### config.mk
export PLATFORM = sky130hd
export DESIGN_NAME = sparse_block_delta_offset_decoder
export DESIGN_NICKNAME = d
export VERILOG_FILES = /design/src/hdl/sbdo_pkg.sv /design/src/hdl/sparse_block_delta_offset_decoder.sv /design/src/hdl/sbdo_seq.sv /design/src/hdl/sbdo_dp.sv
export SDC_FILE = /design/constraint.sdc
export NUM_CORES = 1
export LEC_CHECK = 0
export CAP_MARGIN = 20
export CORE_MARGIN = 4
export CORE_UTILIZATION = 55
export DETAILED_ROUTE_END_ITERATION = 8
export DONT_BUFFER_PORTS = 1
export PLACE_DENSITY = 0.7
export SLEW_MARGIN = 30
export SYNTH_ARGS = -nofsm -noshare
export SYNTH_HDL_FRONTEND = slang
export SYNTH_SLANG_ARGS = --single-unit
### constraint.sdc
create_clock -name clk -period 6.1 [get_ports clk]
set_clock_uncertainty 0.15 [all_clocks]
set_input_delay 0.915 -clock clk [delete_from_list [all_inputs] [get_ports clk]]
set_output_delay 0.915 -clock clk [all_outputs]
set_load 0.01 [all_outputs]
### src/hdl/sbdo_pkg.sv
// Shared types, microcode ROM and arithmetic helpers for the sparse block decoder.
// Used by sbdo_seq, sbdo_dp and the top level; no dependencies.
package sbdo_pkg;

	localparam int BlockSize = 64;
	localparam int PosW      = $clog2(BlockSize) + 1;

	// token kinds, also the phase codes
	typedef enum logic [1:0] {
		CMD_HEADER = 2'd0,
		CMD_MASK1  = 2'd1,
		CMD_MASK2  = 2'd2,
		CMD_VALUE  = 2'd3
	} cmd_t;

	// result source
	typedef enum logic [1:0] {
		EM_NONE = 2'd0,
		EM_ERR  = 2'd1,
		EM_AMT  = 2'd2,
		EM_ZERO = 2'd3
	} em_t;

	// register update
	typedef enum logic [2:0] {
		RO_NONE = 3'd0,
		RO_HDR  = 3'd1,
		RO_M1   = 3'd2,
		RO_M2   = 3'd3,
		RO_END  = 3'd4
	} ro_t;

	// prefix mode decision
	typedef enum logic [1:0] {
		PF_NONE     = 2'd0,
		PF_OFS_ZERO = 2'd1,
		PF_AMT_EQ   = 2'd2
	} pf_t;

	// sequencing
	typedef enum logic [2:0] {
		J_NEXT     = 3'd0,
		J_GOTO     = 3'd1,
		J_DISPATCH = 3'd2,
		J_P0       = 3'd3,
		J_RUN      = 3'd4,
		J_WAIT_IN  = 3'd5
	} jmp_t;

	typedef logic [3:0] step_t;

	localparam step_t STEP_IDLE = 4'd0;
	localparam step_t STEP_DISP = 4'd1;
	localparam step_t STEP_ERR  = 4'd2;
	localparam step_t STEP_HDR  = 4'd3;  // HDR..VAL0 ordered by command code
	localparam step_t STEP_M1   = 4'd4;
	localparam step_t STEP_M2   = 4'd5;
	localparam step_t STEP_VAL0 = 4'd6;
	localparam step_t STEP_VAL1 = 4'd7;
	localparam step_t STEP_RUN  = 4'd8;
	localparam step_t STEP_CHK0 = 4'd9;
	localparam step_t STEP_PZ   = 4'd10;

	typedef struct packed {
		em_t   emit;
		ro_t   reg_op;
		pf_t   pfx_op;
		jmp_t  jmp;
		step_t target;
	} ctrl_t;

	// datapath status seen by the sequencer
	typedef struct packed {
		logic cmd_ok;
		cmd_t cmd;
		logic present;   // position under pos_q is set in the mask
		logic pos_end;   // all positions emitted
		logic out_free;  // output register can take a result
	} stat_t;

	// actions for the datapath this cycle
	typedef struct packed {
		logic fire;
		em_t  emit;
		ro_t  reg_op;
		pf_t  pfx_op;
	} act_t;

	// microprogram
	function automatic ctrl_t micro_rom(input step_t s);
		ctrl_t c;
		c = '{emit: EM_NONE, reg_op: RO_NONE, pfx_op: PF_NONE, jmp: J_GOTO,
			target: STEP_IDLE};
		unique case (s)
			STEP_IDLE: c.jmp = J_WAIT_IN;
			STEP_DISP: c.jmp = J_DISPATCH;
			STEP_ERR:  c.emit = EM_ERR;
			STEP_HDR:  c.reg_op = RO_HDR;
			STEP_M1:   c.reg_op = RO_M1;
			STEP_M2: begin
				c.reg_op = RO_M2;
				c.target = STEP_CHK0;
			end
			STEP_VAL0: begin
				c.pfx_op = PF_AMT_EQ;
				c.jmp    = J_NEXT;
			end
			STEP_VAL1: begin
				c.emit = EM_AMT;
				c.jmp  = J_NEXT;
			end
			STEP_RUN: begin
				c.emit   = EM_ZERO;
				c.reg_op = RO_END;
				c.jmp    = J_RUN;
			end
			STEP_CHK0: c.jmp = J_P0;
			STEP_PZ: begin
				c.pfx_op = PF_OFS_ZERO;
				c.target = STEP_RUN;
			end
			default: c.jmp = J_GOTO;
		endcase
		return c;
	endfunction

	// 33-bit sum clipped to signed 32 bits
	function automatic logic signed [31:0] sat32(input logic signed [32:0] v);
		logic signed [31:0] r;
		if (v[32] != v[31]) begin
			r = v[32] ? 32'sh8000_0000 : 32'sh7FFF_FFFF;
		end else begin
			r = v[31:0];
		end
		return r;
	endfunction

endpackage

### src/hdl/sparse_block_delta_offset_decoder.sv
// Sparse block delta/offset decoder, top level. A request is taken in the idle step
// and dispatched by command to the header, mask, value or error step. A dropped
// request's status result comes from the error step, a value's from its second step;
// a zero run follows a value, or a second mask when position 0 is absent. No new
// request is taken until the idle step returns; a run yields one sample per cycle,
// slowed only by output back-pressure. Reset (arst_n low) clears step, state, valid.
module sparse_block_delta_offset_decoder (
	input  logic               clk,
	input  logic               arst_n,
	input  logic               in_valid,
	output logic               in_ready,
	input  logic [1:0]         command,
	input  logic signed [31:0] amount,
	input  logic [31:0]        mask_word,
	output logic               out_valid,
	input  logic               out_ready,
	output logic signed [31:0] sample,
	output logic [5:0]         position,
	output logic               block_end,
	output logic               status
);

	sbdo_pkg::stat_t st;
	sbdo_pkg::act_t  act;

	sbdo_seq u_seq (
		.clk      (clk),
		.arst_n   (arst_n),
		.in_valid (in_valid),
		.st       (st),
		.in_ready (in_ready),
		.act      (act)
	);

	sbdo_dp u_dp (
		.clk       (clk),
		.arst_n    (arst_n),
		.in_take   (in_valid && in_ready),
		.command   (command),
		.amount    (amount),
		.mask_word (mask_word),
		.act       (act),
		.st        (st),
		.out_valid (out_valid),
		.out_ready (out_ready),
		.sample    (sample),
		.position  (position),
		.block_end (block_end),
		.status    (status)
	);

endmodule

### src/hdl/sbdo_seq.sv
// Microcode sequencer: step counter, control ROM and jump logic.
// Depends on sbdo_pkg.
module sbdo_seq (
	input  logic           clk,
	input  logic           arst_n,
	input  logic           in_valid,
	input  sbdo_pkg::stat_t st,
	output logic           in_ready,
	output sbdo_pkg::act_t act
);

	sbdo_pkg::step_t step_q, step_d;
	sbdo_pkg::ctrl_t cw;
	logic            leave;
	logic            stall;
	sbdo_pkg::em_t   em;

	assign cw    = sbdo_pkg::micro_rom(step_q);
	assign leave = st.pos_end | st.present;

	// the run step emits only while it stays
	always_comb begin
		em = cw.emit;
		if (cw.jmp == sbdo_pkg::J_RUN && leave) begin
			em = sbdo_pkg::EM_NONE;
		end
	end

	assign stall = ((em != sbdo_pkg::EM_NONE) && !st.out_free) ||
		((cw.jmp == sbdo_pkg::J_WAIT_IN) && !in_valid);

	assign in_ready   = (step_q == sbdo_pkg::STEP_IDLE);
	assign act.fire   = !stall;
	assign act.emit   = em;
	assign act.reg_op = cw.reg_op;
	assign act.pfx_op = cw.pfx_op;

	// next step
	always_comb begin
		step_d = step_q;
		if (!stall) begin
			unique case (cw.jmp)
				sbdo_pkg::J_NEXT, sbdo_pkg::J_WAIT_IN: step_d = step_q + 4'd1;
				sbdo_pkg::J_GOTO: step_d = cw.target;
				sbdo_pkg::J_DISPATCH: begin
					step_d = st.cmd_ok ? 4'(sbdo_pkg::STEP_HDR + {2'b00, st.cmd})
						: sbdo_pkg::STEP_ERR;
				end
				sbdo_pkg::J_P0: step_d = st.present ? sbdo_pkg::STEP_IDLE : step_q + 4'd1;
				sbdo_pkg::J_RUN: step_d = leave ? cw.target : step_q;
				default: step_d = sbdo_pkg::STEP_IDLE;
			endcase
		end
	end

	always_ff @(posedge clk or negedge arst_n) begin
		if (!arst_n) begin
			step_q <= sbdo_pkg::STEP_IDLE;
		end else begin
			step_q <= step_d;
		end
	end

endmodule

### src/hdl/sbdo_dp.sv
// Datapath: request latch, block state, saturating adder and output register.
// Depends on sbdo_pkg; driven by sbdo_seq actions.
module sbdo_dp (
	input  logic               clk,
	input  logic               arst_n,
	input  logic               in_take,
	input  logic [1:0]         command,
	input  logic signed [31:0] amount,
	input  logic [31:0]        mask_word,
	input  sbdo_pkg::act_t     act,
	output sbdo_pkg::stat_t    st,
	output logic               out_valid,
	input  logic               out_ready,
	output logic signed [31:0] sample,
	output logic [5:0]         position,
	output logic               block_end,
	output logic               status
);

	// latched request
	sbdo_pkg::cmd_t     cmd_q;
	logic signed [31:0] amount_q;
	logic [31:0]        word_q;

	// block state
	sbdo_pkg::cmd_t                 phase_q;
	logic signed [31:0]             offset_q;
	logic [63:0]                    mask_q;
	logic [sbdo_pkg::PosW-1:0]      pos_q;
	logic signed [31:0]             sum_q;
	logic                           prefix_q;

	logic                           out_valid_q;
	logic signed [31:0]             t;
	logic signed [32:0]             raw;
	logic signed [31:0]             res;
	logic                           emit_val;

	always_ff @(posedge clk) begin
		if (in_take) begin
			cmd_q    <= sbdo_pkg::cmd_t'(command);
			amount_q <= amount;
			word_q   <= mask_word;
		end
	end

	// status to the sequencer; bit 63-p of the mask is position p
	assign st.cmd_ok   = (cmd_q == phase_q);
	assign st.cmd      = cmd_q;
	assign st.present  = mask_q[~pos_q[5:0]];
	assign st.pos_end  = pos_q[sbdo_pkg::PosW-1];
	assign st.out_free = !out_valid_q || out_ready;

	// one shared adder: running sum or header offset
	assign emit_val = act.fire &&
		(act.emit == sbdo_pkg::EM_AMT || act.emit == sbdo_pkg::EM_ZERO);
	assign t   = (act.emit == sbdo_pkg::EM_AMT) ? amount_q : 32'sd0;
	assign raw = prefix_q ? (33'(sum_q) + 33'(t)) : (33'(offset_q) + 33'(t));
	assign res = sbdo_pkg::sat32(raw);

	// block state updates
	always_ff @(posedge clk or negedge arst_n) begin
		if (!arst_n) begin
			phase_q  <= sbdo_pkg::CMD_HEADER;
			offset_q <= '0;
			mask_q   <= '0;
			pos_q    <= '0;
			sum_q    <= '0;
			prefix_q <= 1'b0;
		end else if (act.fire) begin
			unique case (act.reg_op)
				sbdo_pkg::RO_HDR: begin
					offset_q <= amount_q;
					sum_q    <= '0;
					mask_q   <= '0;
					pos_q    <= '0;
					prefix_q <= 1'b0;
					phase_q  <= sbdo_pkg::CMD_MASK1;
				end
				sbdo_pkg::RO_M1: begin
					mask_q[63:32] <= word_q;
					phase_q       <= sbdo_pkg::CMD_MASK2;
				end
				sbdo_pkg::RO_M2: begin
					mask_q[31:0] <= word_q;
					pos_q        <= '0;
					phase_q      <= sbdo_pkg::CMD_VALUE;
				end
				sbdo_pkg::RO_END: begin
					if (pos_q[sbdo_pkg::PosW-1]) begin
						phase_q <= sbdo_pkg::CMD_HEADER;
					end
				end
				default: ;
			endcase
			unique case (act.pfx_op)
				sbdo_pkg::PF_OFS_ZERO: prefix_q <= (offset_q == 32'sd0);
				sbdo_pkg::PF_AMT_EQ: begin
					if (pos_q == '0) begin
						prefix_q <= (amount_q == offset_q);
					end
				end
				default: ;
			endcase
			if (emit_val) begin
				pos_q <= pos_q + {{(sbdo_pkg::PosW-1){1'b0}}, 1'b1};
				if (prefix_q) begin
					sum_q <= res;
				end
			end
		end
	end

	// output register
	always_ff @(posedge clk or negedge arst_n) begin
		if (!arst_n) begin
			out_valid_q <= 1'b0;
		end else if (act.fire && act.emit != sbdo_pkg::EM_NONE) begin
			out_valid_q <= 1'b1;
		end else if (out_ready) begin
			out_valid_q <= 1'b0;
		end
	end

	always_ff @(posedge clk) begin
		if (act.fire && act.emit == sbdo_pkg::EM_ERR) begin
			sample    <= '0;
			position  <= '0;
			block_end <= 1'b0;
			status    <= 1'b1;
		end else if (emit_val) begin
			sample    <= res;
			position  <= pos_q[5:0];
			block_end <= (pos_q[5:0] == 6'd63);
			status    <= 1'b0;
		end
	end

	assign out_valid = out_valid_q;

endmodule

# --- Word level (Yosys, flattened, before mapping) ---
# Cells that the tools add are included.
word_totals:
  ff_bits: 249
  input_bits: 70
  output_inout_bits: 42
  elab_cells: 118
classes:
  addsub: 5
  n_lt_le_gt_ge: 1
  n_eq_ne: 30
  n_mux: 30
  bitwise_logic: 3
  n_reduce_logical: 33
ops:
  columns: ["cell", "n"]
  rows:
  - ["2-to-1 mux 32 bit", 6]
  - ["one-hot mux 32 bit (2 select lines)", 2]
  - ["adder 32 x 32 -> 33 bit", 2]
  - ["2-to-1 mux 33 bit", 1]
  - ["== test 32 bit", 1]
  - ["zero test 32 bit", 1]
  - ["one-hot mux 4 bit (5 select lines)", 1]
  - ["== test 4 x 3 -> 1 bit (second input constant)", 4]
  - ["one-hot mux 3 bit (5 select lines)", 1]
  - ["2-to-1 mux 7 bit", 2]
  - ["== test 3 x 2 -> 1 bit (second input constant)", 4]
  - ["== test 4 bit (second input constant)", 3]
  - ["2-to-1 mux 4 bit", 3]
  - ["one-hot mux 3 bit (4 select lines)", 1]
  - ["AND reduction 2 bit", 5]
  - ["nonzero test 2 bit", 5]
  - ["== test 3 bit (second input constant)", 3]
  - ["== test 4 x 2 -> 1 bit (second input constant)", 2]
  - ["one-hot mux 2 bit (4 select lines)", 1]
  - ["one-hot mux 4 bit (2 select lines)", 1]
  - ["adder 7 x 1 -> 7 bit (second input constant)", 1]
  - ["logical AND 1 bit", 7]
  - ["zero test 7 bit", 1]
  - ["less-than comparator 6 x 7 -> 1 bit (second input constant)", 1]
  - ["other kinds (26)", 43]

# --- Logic depth before layout (Yosys ltp) ---
# Gate-level depths: netlist of run 1.
depth:
  ltp_word: 14
  depth_mapped: 18
  ltp_nobuf: 14

# --- By module ---
# From an unflattened synthesis of run 1, not the netlist that was laid out.
unflattened:
  hier_cells: 1197
  area_unflattened_um2: 12914.9
by_module_without_submodules:
  columns: ["module", "n_inst", "cells_per_inst", "area_per_inst_um2", "seq_area_each_um2"]
  rows:
  - ["sbdo_dp", 1, 1133, 12395.6, 6261.0]
  - ["sbdo_seq", 1, 63, 513.0, 100.1]
  - ["sparse_block_delta_offset_decoder", 1, 1, 6.3, 0.0]

# --- Least setup slack after synthesis of run 1 ---
# No wires, ideal clock.
synth_timing:
  path_type: "register to register"
  start: "register u_seq.step_q[3]"
  end: "register u_dp.sum_q[28]"
  setup_time_ps: 121
  arrival_ps: 4048
  slack_ps: 1781
  path_stages_with_launch: 18
  path_buffers: 5
  synth_period_minus_slack_ps: 4319
  cell_sequence: "dfrtp_1 -> clkbuf_1 -> nor2b_1 -> clkbuf_1 -> clkbuf_1 -> and3_1 -> ha_1 -> o211a_1 -> a211oi_2 -> nor4_1 -> or3_1 -> a31oi_1 -> xnor2_1 -> nand2_1 -> and3_1 -> buf_2 -> buf_2 -> a22o_1"
synth_via:
  elab_chain_cells: 14
synth_lines:
  columns: ["element", "line", "text"]
  rows:
  - ["start: declaration", "sbdo_seq.sv:12", "sbdo_pkg::step_t step_q, step_d;"]
  - ["start signal: assignment", "sbdo_seq.sv:58", "step_q <= sbdo_pkg::STEP_IDLE;"]
  - ["start signal: assignment", "sbdo_seq.sv:60", "step_q <= step_d;"]
  - ["== test 4 x 3 -> 1 bit", "sbdo_pkg.sv:94", "unique case (s)"]
  - ["OR reduction 2 bit (no line)", null, null]
  - ["one-hot mux 3 bit (5 select lines)", "sbdo_pkg.sv:94", null]
  - ["== test 3 bit", "sbdo_seq.sv:24", "if (cw.jmp == sbdo_pkg::J_RUN && leave) begin"]
  - ["logical AND 1 bit", "sbdo_seq.sv:24", null]
  - ["2-to-1 mux 2 bit", "sbdo_seq.sv:24", null]
  - ["== test 2 bit", "sbdo_dp.sv:56, sbdo_dp.sv:57", null]
  - ["2-to-1 mux 32 bit", "sbdo_dp.sv:57", "assign t = (act.emit == sbdo_pkg::EM_AMT) ? amount_q : 32'sd0;"]
  - ["adder 32 x 32 -> 33 bit", "sbdo_dp.sv:58", "assign raw = prefix_q ? (33'(sum_q) + 33'(t)) : (33'(offset_q) + 33'(t));"]
  - ["2-to-1 mux 33 bit", "sbdo_dp.sv:58", null]
  - ["2-to-1 mux 32 bit / != test 1 bit (equally long branches)", "sbdo_pkg.sv:131, sbdo_pkg.sv:130", null]
  - ["2-to-1 mux 32 bit", "sbdo_pkg.sv:130", "if (v[32] != v[31]) begin"]
  - ["2-to-1 mux 32 bit", "sbdo_dp.sv:107", "if (prefix_q) begin"]
  - ["2-to-1 mux 32 bit", "sbdo_dp.sv:105", "if (emit_val) begin"]
  - ["end signal: assignment", "sbdo_dp.sv:108", "sum_q <= res;"]
  - ["end: declaration", "sbdo_dp.sv:30", "logic signed [31:0] sum_q;"]
# Several ways; a longest one is shown, not always the timed one.
# A chain may end at the register's enable or synchronous reset.

# --- Worst setup path after layout of run 1 ---
layout_timing:
  start: "register u_seq.step_q[2]"
  end: "register u_dp.sum_q[3]"
# Same word-level chain as after synthesis.

==> results of run 1 <==
## state kept, by name, summed over array words and instances, names as in the netlist
signal,flops
u_dp.mask_q,64
u_dp.amount_q,32
u_dp.offset_q,32
u_dp.sample,32
u_dp.sum_q,32
u_dp.word_q,32
u_dp.pos_q,7
u_dp.position,6
u_seq.step_q,4
u_dp.cmd_q,2
u_dp.phase_q,2
u_dp.block_end,1
u_dp.out_valid,1
u_dp.prefix_q,1
u_dp.status,1
## where the power goes
part	internal [W]	leakage, nW	switching [W]	total (W)
sequential	0.00218	2.84	0.000459	0.00264
combinational	0.000909	2.45	0.00138	0.00229
clock	0.000929	0.421	0.000668	0.00160
## metrics by stage
step | utilization (%) | total power (W) | area (um2) | hold WS (ns) | worst slack [ns]
4_1_cts | 60.9 | 0.00653 | 13800 | 0.254 | 0.803
3_3_place_gp | 57.0 | 0.00487 | 12900 | 0.307 | 1.09
5_1_grt | 61.0 | 0.00688 | 13900 | 0.266 | 0.828
6_report | 61.0 | 0.00652 | 13900 | 0.221 | 1.05
2_1_floorplan | - | 0.00422 | 12700 | 0.293 | 1.78
3_5_place_dp | 57.0 | 0.00489 | 12900 | 0.318 | 0.830
## layer usage
| metal | share of wire (%) | vias up | global-route usage [%] | wire length [um] |
|---|---|---|---|---|
| li1 | - | 4327 | - | - |
| met1 | 45 | 4599 | 36.9 | 14900 |
| met2 | 45 | 317 | 38.4 | 15000 |
| met3 | 7.1 | 55 | 5.24 | 2370 |
| met4 | 2.6 | 0 | 6.61 | 855 |
| met5 | 0 | - | 0 | 0 |
## final timing paths
check                                startpoint                 to
min in group clk                     amount[27]  u_dp.amount_q[27]
worst min register to register  u_dp.mask_q[16]    u_dp.mask_q[16]
worst min-delay path                     arst_n    u_dp.mask_q[22]
worst max-delay path            u_seq.step_q[2]      u_dp.sum_q[3]
worst max register to register  u_seq.step_q[2]      u_dp.sum_q[3]
max in group asynchronous                arst_n     u_dp.sum_q[12]
## area by class of cell
| type | count | area, um2 |
|---|---|---|
| repair buffers | 20 | 178 |
| fillers | 1861 | 8860 |
| inverters | 27 | 101 |
| multi-input cells | 851 | 5980 |
| clock inverters | 16 | 186 |
| flip-flops and latches | 249 | 6360 |
| well taps | 285 | 357 |
| clock buffers | 32 | 683 |
## synth_stat cells, drive strengths merged (8+ instances only)
cell type / n / area [um2]
clkbuf: 34 / 129
o22ai: 10 / 62.6
nand3: 14 / 70.1
mux2: 67 / 754
inv: 27 / 101
o2bb2ai: 12 / 105
nor2b: 13 / 81.3
a31oi: 12 / 75.1
ha: 41 / 513
a22o: 59 / 517
nor3: 10 / 50.1
nand2b: 10 / 62.6
nand4: 17 / 106
buf: 33 / 191
nor4: 10 / 62.6
a211oi: 8 / 77.6
xor2: 11 / 96.3
o21ai: 82 / 410
edfxtp: 66 / 1980
dfxtp: 40 / 801
and3: 38 / 238
nand2: 143 / 537
mux4: 8 / 180
nor2: 70 / 270
xnor2: 54 / 473
dfrtp: 143 / 3580
a21oi: 57 / 285
a21o: 11 / 82.6
mux2i: 22 / 220
## kinds of logic (layout without fill, tap and decap cells)
kind of cell	count (synthesis)	count (layout)	synth area share (%)
AO/OA/AOI/OAI	294	294	15.7
XOR/XNOR	65	65	4.47
adder cells (fa/ha/maj)	46	46	4.50
buffers and inverters	94	95	3.31
flip-flops	249	249	50.0
multiplexers	97	97	9.07
AND/OR/NAND/NOR	349	349	13.0
## critical path: stages (launching register included)
cell and delay (ns):
dfrtp_1 0.58, nor2b_4 0.62, and3_1 0.27, ha_1 0.25, a211o_1 0.32, a211oi_2 0.34, nor4_1 0.14, or3_1 0.46
a31oi_1 0.24, xnor2_1 0.27, nand2_1 0.23, nand3_1 0.55, o21ai_0 0.48
==> impl_results.md, run 1 <==
- Status: finished, final reports clean
- Antenna Nets Post-Route: 0
- I/O pins: around 110
- Mean Syn Cell Area: between 10 and 15 um2
- Clk root buf: clkbuf_16
- Worst endpoint data arrival time: between 5 and 6 ns
- Vias in the first global route: around 9000
- Post-CTS setup buffer count: 0
- Die Wd: around 160 um
- Worst setup SP type: register
- Cts repair resizes: 0
- Minimum clock period after layout: a little over 5 ns
- Unrepaired setup endpoints after global routing: no
- Drt total wl: ~33 mm
- Mapped Cells: roughly 1200
- Max transition margin: about two fifths
- Deepest clock path buffer count: 3
- First-pass GRT wire length: 51.8 mm
- Most used DFF post-synth: dfrtp_1
- Final Hold Fails: 0
- Max Clk Rate: 198 MHz
- Non-filler instance count after layout: 1480
- Crit. End Element: register
- CTS Buf Count: 26
- Ys Warns: 0
- CTS Sinks: 249
- Total GRT Usage: between 20% and 30%
- Max-slew violations: 0
- DRC viols: 0
- Initial antenna violation count: 0
- MaxCap Viol Count: 0
- Layout cells sized above 1: around 12%
- Most frequent cells in the layout: nand2_1 (143), dfrtp_1 (143), o21ai_0 (71)
- Worst VDD drop: roughly 330 uV
- Port Buffers: 0
- Leakage: ~5.7 nW
- CP Class: reg -> reg
- Vias per cell: 6.28
- Initial Util: between 50% and 60%
- Core ar.: 0.0227 mm2
- Worst-case reg-to-reg path depth: 12
- HP Class: in -> async
- Setup TNS: 0 ns
- Gr ovfl total: 0
- Critical Path RT: 6.38 ns
- Cts hold-fix bufs: 1
- Die Area: 0.0257 mm2
- Power per cell area: around 470 mW/mm2
- Syn nets: about 1300
- Worst-Margin Slew: around 0.92 ns
- GPL Wtd Cong: ~0.90
- Worst reg2reg setup slack: around 1.1 ns
- ANT cells: 0
- Synth Cell Area: 0.0127 mm2
- Number of library cell types mapped by synthesis: 72
- Routed via count: approximately 9300
- TritonRoute pass-1 iters: 5
- Critical path peak fanout: 26
- Clock Pin Slew Worst Setup and Hold Paths: 0.06 ns
- Drt wl/cell: around 22 um
- DP HPWL: about 23 mm
- Post-synth ARST share: roughly 57%
- Area Growth Syn to Fin: 8.76%
- Post-synth EDFFs: between 60 and 70
- DRT iter0 DRCs: 867
- Largest net degree at the start of global routing: 144
- Worst-Skew Late Latency: 0.55 ns
- Nets@finish: 1287
- CTS tree: done
- Die Y: roughly 160 um
- Placed Cells: around 1400
- Site Rows: 55
- Register area share after synthesis: 50.0%
- Final setup vio count: 0
- Final Cycle Share: 82.7%
- Yosys reg bits: 249
- H-tree Lvls: 1
Note: power is estimated with default switching activity, not from simulation.
==> run 2, diff against run 1 <==
==> constraint.sdc (replaced) <==
create_clock -name clk -period 5.18 [get_ports clk]
set_clock_uncertainty 0.15 [all_clocks]
set_input_delay 0.777 -clock clk [delete_from_list [all_inputs] [get_ports clk]]
set_output_delay 0.777 -clock clk [all_outputs]
set_load 0.01 [all_outputs]
==> impl_results.md, run 2 (same netlist as run 1, synthesis figures left out) <==
- Power per cell area: 553 mW/mm2 (+17%)
- Max-slew violations: 0 (unchanged)
- Setup TNS: 0 ns (unchanged)
- Port Buffers: 0 (unchanged)
- Critical Path RT: 5.46 ns (-0.92 ns)
- Deepest clock path buffer count: 3 (unchanged)
- Final setup vio count: 0 (unchanged)
- Placed Cells: 1435 (+0.35%)
- CP cell instances: nor2b_2 -> buf_4 -> and3_1 -> ha_1 -> and4_1 -> nor3b_1 -> nand2_1 -> a31oi_1 -> a31oi_1 -> xnor2_1 -> or2_0 -> buf_4 -> nand2_1 -> a22o_1
- Worst-Skew Late Latency: 0.55 ns (about the same)
- Biggest cell delay along the critical path: 0.60 ns (-0.02 ns)
- DRC viols: 0 (unchanged)
- Worst setup SP type: register
- I/O pins: 112 (unchanged)
- Layout cells sized above 1: 12.3% (+0.032 points)
- Clock Pin Slew Worst Setup and Hold Paths: 0.06 ns (about the same)
- Drt wl/cell: 22.6 um (+0.97%)
- Worst endpoint data arrival time: 5.03 ns (-0.30 ns)
- HP Class: in -> async
- Slowest CP cell: xnor2_1
- Critical path peak fanout: 20 (-23%)
- Initial antenna violation count: 0 (unchanged)
- H-tree Lvls: 1 (unchanged)
- Post-CTS setup buffer count: 0 (unchanged)
- MaxCap Viol Count: 0 (unchanged)
- Gr ovfl total: 0 (unchanged)
- Switching share of power: 38.8% (+0.36 points)
- GPL Wtd Cong: 0.952 (+5.3%)
- Flop pwr share: 40.4% (about the same)
- Most frequent cells in the layout: nand2_1 (143), dfrtp_1 (143), o21ai_0 (71)
- ANT cells: 0 (unchanged)
- Die Wd: 160 um (unchanged)
- Area Growth Syn to Fin: 9.06%
- Clk pwr share: 23.7% (-0.8 points)
- Minimum clock period after layout: 4.75 ns (-0.297 ns)
- Largest net degree at the start of global routing: 144 (unchanged)
- Crit. End Element: register
- Largest reg by FF count: u_dp.mask_q
- Die Y: 160 um (unchanged)
- CTS Buf Count: 26 (unchanged)
- Drt total wl: 33.6 mm (+1.3%)
- Worst-Margin Slew: 0.870 ns (-0.0459 ns)
- Leakage: 5.75 nW (+0.50%)
- Nets@finish: 1292 (+0.39%)
- Sw power: 0.00298 W (+19%)
- First-pass GRT wire length: 53.0 mm (+2.3%)
- CTS Sinks: 249 (unchanged)
- Antenna Nets Post-Route: 0 (unchanged)
- CTS tree: done
- Initial Util: 56.1% (unchanged)
- Max reg flops: 64 (unchanged)
- Vias per cell: 6.24 (-0.63%)
- Clk root buf: clkbuf_16
- Core ar.: 0.0227 mm2 (unchanged)
- Overall Power: 0.00769 W (+18%)
- Site Rows: 55 (unchanged)
- DRT iter0 DRCs: 781 (-9.9%)
- Non-filler instance count after layout: 1485 (+0.34%)
- Routed via count: 9271 (-0.29%)
- Combinational share of power: 36.0% (+0.9 points)
- Total GRT Usage: 25.9% (+0.78 points)
- Final Cycle Share: 91.7% (+9.0 points)
- Internal: 0.00470 W (+17%)
- Status: finished, final reports clean
- Unrepaired setup endpoints after global routing: no
- TritonRoute pass-1 iters: 5 (unchanged)
- Max transition margin: 41.8% (+3.1 points)
- Max Clk Rate: 211 MHz (+6.3%)
- CP Class: reg -> reg
- DP HPWL: 23.9 mm (+1.9%)
- Final Hold Fails: 0 (unchanged)
- Vias in the first global route: 9184 (+2.5%)
- Worst VDD drop: 459 uV (+41%)
- Die Area: 0.0257 mm2 (unchanged)
[run 2: path summary, 6_finish.rpt]
path	slack (ns)	cells past startpoint	from	end
worst min-delay path	0.06	1	arst_n	u_dp.offset_q[24]
min in group clk	0.17	0	amount[26]	u_dp.amount_q[26]
worst min register to register	0.33	2	u_dp.mask_q[9]	u_dp.mask_q[9]
max in group asynchronous	4.21	1	arst_n	u_dp.offset_q[7]
worst max register to register	0.43	14	u_seq.step_q[2]	u_dp.sum_q[5]
worst max-delay path	0.43	14	u_seq.step_q[2]	u_dp.sum_q[5]
[run 2: power groups by stage]
stage                     Combinational (W)  Clock, W  Sequential, W
after floorplan                     0.00205         0        0.00292
after global placement              0.00264         0        0.00313
after detailed placement            0.00268         0        0.00313
after CTS                           0.00272   0.00186        0.00310
after global routing                0.00303   0.00195        0.00316
final                               0.00277   0.00182        0.00310
[run 2: timing repair]
action,in CTS,in global routing
endpoints found under the hold margin,143,0
hold buffers,1,0
gates resized for setup,0,0
[run 2: worst max-delay path: cells and delay by family, from the launching register on]
family | cells | cell delay, ns
simple gates | 7 | 1.92
buf+inv | 2 | 0.61
xor+xnor | 1 | 0.60
flops | 1 | 0.56
compound gates | 3 | 0.48
fa+ha+maj | 1 | 0.31
[run 2: final cells by class]
cell class	count	area [um2]
clock buffers	37	732
multi-input cells	851	5980
clock inverters	11	110
inverters	27	101
repair buffers	25	248
well taps	285	357
flip-flops and latches	249	6360
fillers	1860	8820
[run 2: through the flow]
| stage | instance area (um2) | setup WS, ns | util (%) | hold WS [ns] |
|---|---|---|---|---|
| 6_report | 13900 | 0.431 | 61.2 | 0.0636 |
| 5_1_grt | 13900 | 0.179 | 61.2 | 0.139 |
| 4_1_cts | 13900 | 0.579 | 61.0 | 0.110 |
| 3_5_place_dp | 13000 | 0.598 | 57.2 | 0.320 |
| 3_3_place_gp | 13000 | 0.751 | 57.1 | 0.307 |
| 2_1_floorplan | 12700 | 0.861 | - | 0.293 |
[run 2: layer usage]
layer	up-vias	track usage, %	routed length [um]
met5	-	0	0
met4	0	7.04	881
met3	43	6.27	2640
met2	318	40.9	15400
met1	4579	36.2	14600
li1	4331	-	-
==> run 3, diff against run 2 <==
--- a/config.mk
+++ b/config.mk
@@ -6,10 +6,12 @@
 export NUM_CORES = 1
 export LEC_CHECK = 0
 export CAP_MARGIN = 20
+export CORE_ASPECT_RATIO = 0.6
 export CORE_MARGIN = 4
 export CORE_UTILIZATION = 55
 export DETAILED_ROUTE_END_ITERATION = 8
 export DONT_BUFFER_PORTS = 1
+export MAX_ROUTING_LAYER = met4
 export PLACE_DENSITY = 0.7
 export SLEW_MARGIN = 30
 export SYNTH_ARGS = -nofsm -noshare
==> impl_results.md, run 3 (same netlist as run 1, synthesis figures left out) <==
- Status: finished, final reports clean
- Post-CTS setup buffer count: 0 (unchanged)
- Gr ovfl total: 0 (unchanged)
- H-tree Lvls: 1 (unchanged)
- CP bufs+invs: 2 (unchanged)
- Worst-Skew Late Latency: 0.53 ns (-0.02 ns)
- Final setup vio count: 0 (unchanged)
- Vias per cell: 6.37 (+2.0%)
- Drt wl/cell: 23.6 um (+4.5%)
- Final WS setup: 0.567 ns (+0.136 ns)
- Switching share of power: 39.5% (+0.65 points)
- Clk pwr share: 22.2% (-1.5 points)
- Register Area: 0.00636 mm2 (unchanged)
- Die Wd: 204 um (+28%)
- Minimum clock period after layout: 4.61 ns (-0.136 ns)
- Biggest cell delay along the critical path: 0.58 ns (-0.02 ns)
- Flop pwr share: 42.1% (+1.7 points)
- Largest reg by FF count: u_dp.mask_q
- Max Clk Rate: 217 MHz (+3.0%)
- Antenna Nets Post-Route: 0 (unchanged)
- Area Growth Syn to Fin: 8.39%
- Routing usage on met2: 28.3% (-13 points)
- Nets@finish: 1290 (-0.15%)
- Clk root buf: clkbuf_16
- Routed via count: 9574 (+3.3%)
- Worst VDD drop: 400 uV (-13%)
- Core ar.: 0.0224 mm2 (-1.4%)
- Crit. End Element: register
- GPL Wtd Cong: 1.02 (+7.2%)
- Total GRT Usage: 28.5% (+2.6 points)
- Sw power: 0.00299 W (+0.29%)
- Site Rows: 42 (-24%)
- Slowest CP cell: dfrtp_1
- Die Area: 0.0257 mm2 (+0.31%)
- Cts hold-fix bufs: 1 (unchanged)
- Drt total wl: 35.5 mm (+5.8%)
- Setup TNS: 0 ns (unchanged)
- Power per cell area: 549 mW/mm2 (-0.76%)
- Leakage: 5.69 nW (-0.97%)
- Internal: 0.00459 W (-2.4%)
- Worst-Margin Slew: 0.895 ns (+0.0246 ns)
- Final Hold Fails: 0 (unchanged)
- CP Class: reg -> reg
- Critical Path RT: 5.44 ns (-0.02 ns)
- CTS Sinks: 249 (unchanged)
- Max-slew violations: 0 (unchanged)
- DP HPWL: 27.0 mm (+13%)
- Largest net degree at the start of global routing: 144 (unchanged)
- Max transition margin: 40.1% (-1.6 points)
- Layout cells sized above 1: 12.3% (+0.051 points)
- MaxCap Viol Count: 0 (unchanged)
- DRT iter0 DRCs: 1088 (+39%)
- First-pass GRT wire length: 54.7 mm (+3.2%)
- Most frequent cells in the layout: nand2_1 (143), dfrtp_1 (143), o21ai_0 (71)
- CTS tree: done
- Clock Pin Slew Worst Setup and Hold Paths: 0.07 ns (about the same)
- CTS Buf Count: 23 (-12%)
- Initial Util: 56.9% (+0.81 points)
- Vias in the first global route: 8808 (-4.1%)
- I/O pins: 112 (unchanged)
- Unrepaired setup endpoints after global routing: no
- Placement Setup Slack: 0.720 ns (+0.122 ns)
- Critical path peak fanout: 25 (+25%)
- Met1 Use GR: 50.2% (+14 points)
- Port Buffers: 0 (unchanged)
- ANT cells: 0 (unchanged)
- HP Class: in -> async
- Final Cycle Share: 89.0% (-2.6 points)
- Max reg flops: 64 (unchanged)
- Deepest clock path buffer count: 3 (unchanged)
- Overall Power: 0.00758 W (-1.4%)
- Delay-heaviest family, CP: simple AND/OR/NAND/NOR gates
- Worst endpoint data arrival time: 4.87 ns (-0.16 ns)
- Combinational share of power: 35.8% (-0.2 points)
- Multi-input logic area: 0.00598 mm2 (about the same)
- Worst setup SP type: register
- CP cell instances: nor2b_2 -> buf_4 -> and3_1 -> ha_1 -> a21o_1 -> a21o_1 -> a21oi_1 -> nor2_1 -> or4_1 -> o32ai_4 -> nand2_1 -> nand3_1 -> buf_4 -> o21ai_1
- Global Route met3 Usage: 11.8% (+5.5 points)
- Cts repair resizes: 0 (unchanged)
- TritonRoute pass-1 iters: 5 (unchanged)
- Die Y: 126 um (-21%)
- Filler instances: 1848 (-0.65%)
- Worst reg2reg setup slack: 0.57 ns (+0.14 ns)
- DRC viols: 0 (unchanged)
- Top Usage Layer GRT: met1
- Initial antenna violation count: 0 (unchanged)
## run 3: cell types whose count changed in the layout (fill, tap and decap cells not counted), sizes merged
cell | before | now
clkbuf | 37 | 31
clkinv | 9 | 6
clkinvlp | 0 | 2
buf | 25 | 26
inv | 28 | 29
## run 3: final timing paths
path,startpoint,endpoint,cells after the start
setup / recovery,u_seq.step_q[2],u_dp.sum_q[21],14
hold / removal,arst_n,u_dp.mask_q[62],1
setup reg to reg,u_seq.step_q[2],u_dp.sum_q[21],14
hold reg to reg,u_dp.mask_q[3],u_dp.mask_q[3],2
max in group asynchronous,arst_n,u_dp.sum_q[27],1
min in group clk,mask_word[31],u_dp.word_q[31],0
## run 3: through the flow
| stage | utilization (%) | hold slack (ns) | instances | instance area, um2 |
|---|---|---|---|---|
| final | 61.7 | 0.0797 | 1503 | 13800 |
| after global routing | 61.7 | 0.138 | 1503 | 13800 |
| after CTS | 61.7 | 0.124 | 1503 | 13800 |
| after detailed placement | 58.2 | 0.318 | 1460 | 13000 |
| after global placement | 58.2 | 0.309 | 1460 | 13000 |
| after floorplan | - | 0.293 | 1194 | 12700 |
## run 3: final cells by class
class	instances	share of cell area, %
tap	308	2.79
multi-input combinational	851	43.3
inverter	27	0.734
timing repair buffer	26	1.74
sequential	249	46.1
clock buffer	31	4.68
clock inverter	11	0.671
## run 3: power by group through the flow
stage	combinational (W)	sequential [W]	clock, W
4_1_cts	0.00267	0.00316	0.00171
5_1_grt	0.00299	0.00324	0.00180
3_5_place_dp	0.00264	0.00319	0
3_3_place_gp	0.00260	0.00318	0
6_report	0.00271	0.00319	0.00168
2_1_floorplan	0.00205	0.00292	0
## run 3: routing by layer
layer | vias to the layer above | wire length [um]
li1 | 4340 | -
met1 | 4692 | 18800
met2 | 503 | 11100
met3 | 39 | 5050
met4 | 0 | 495
met5 | - | 0
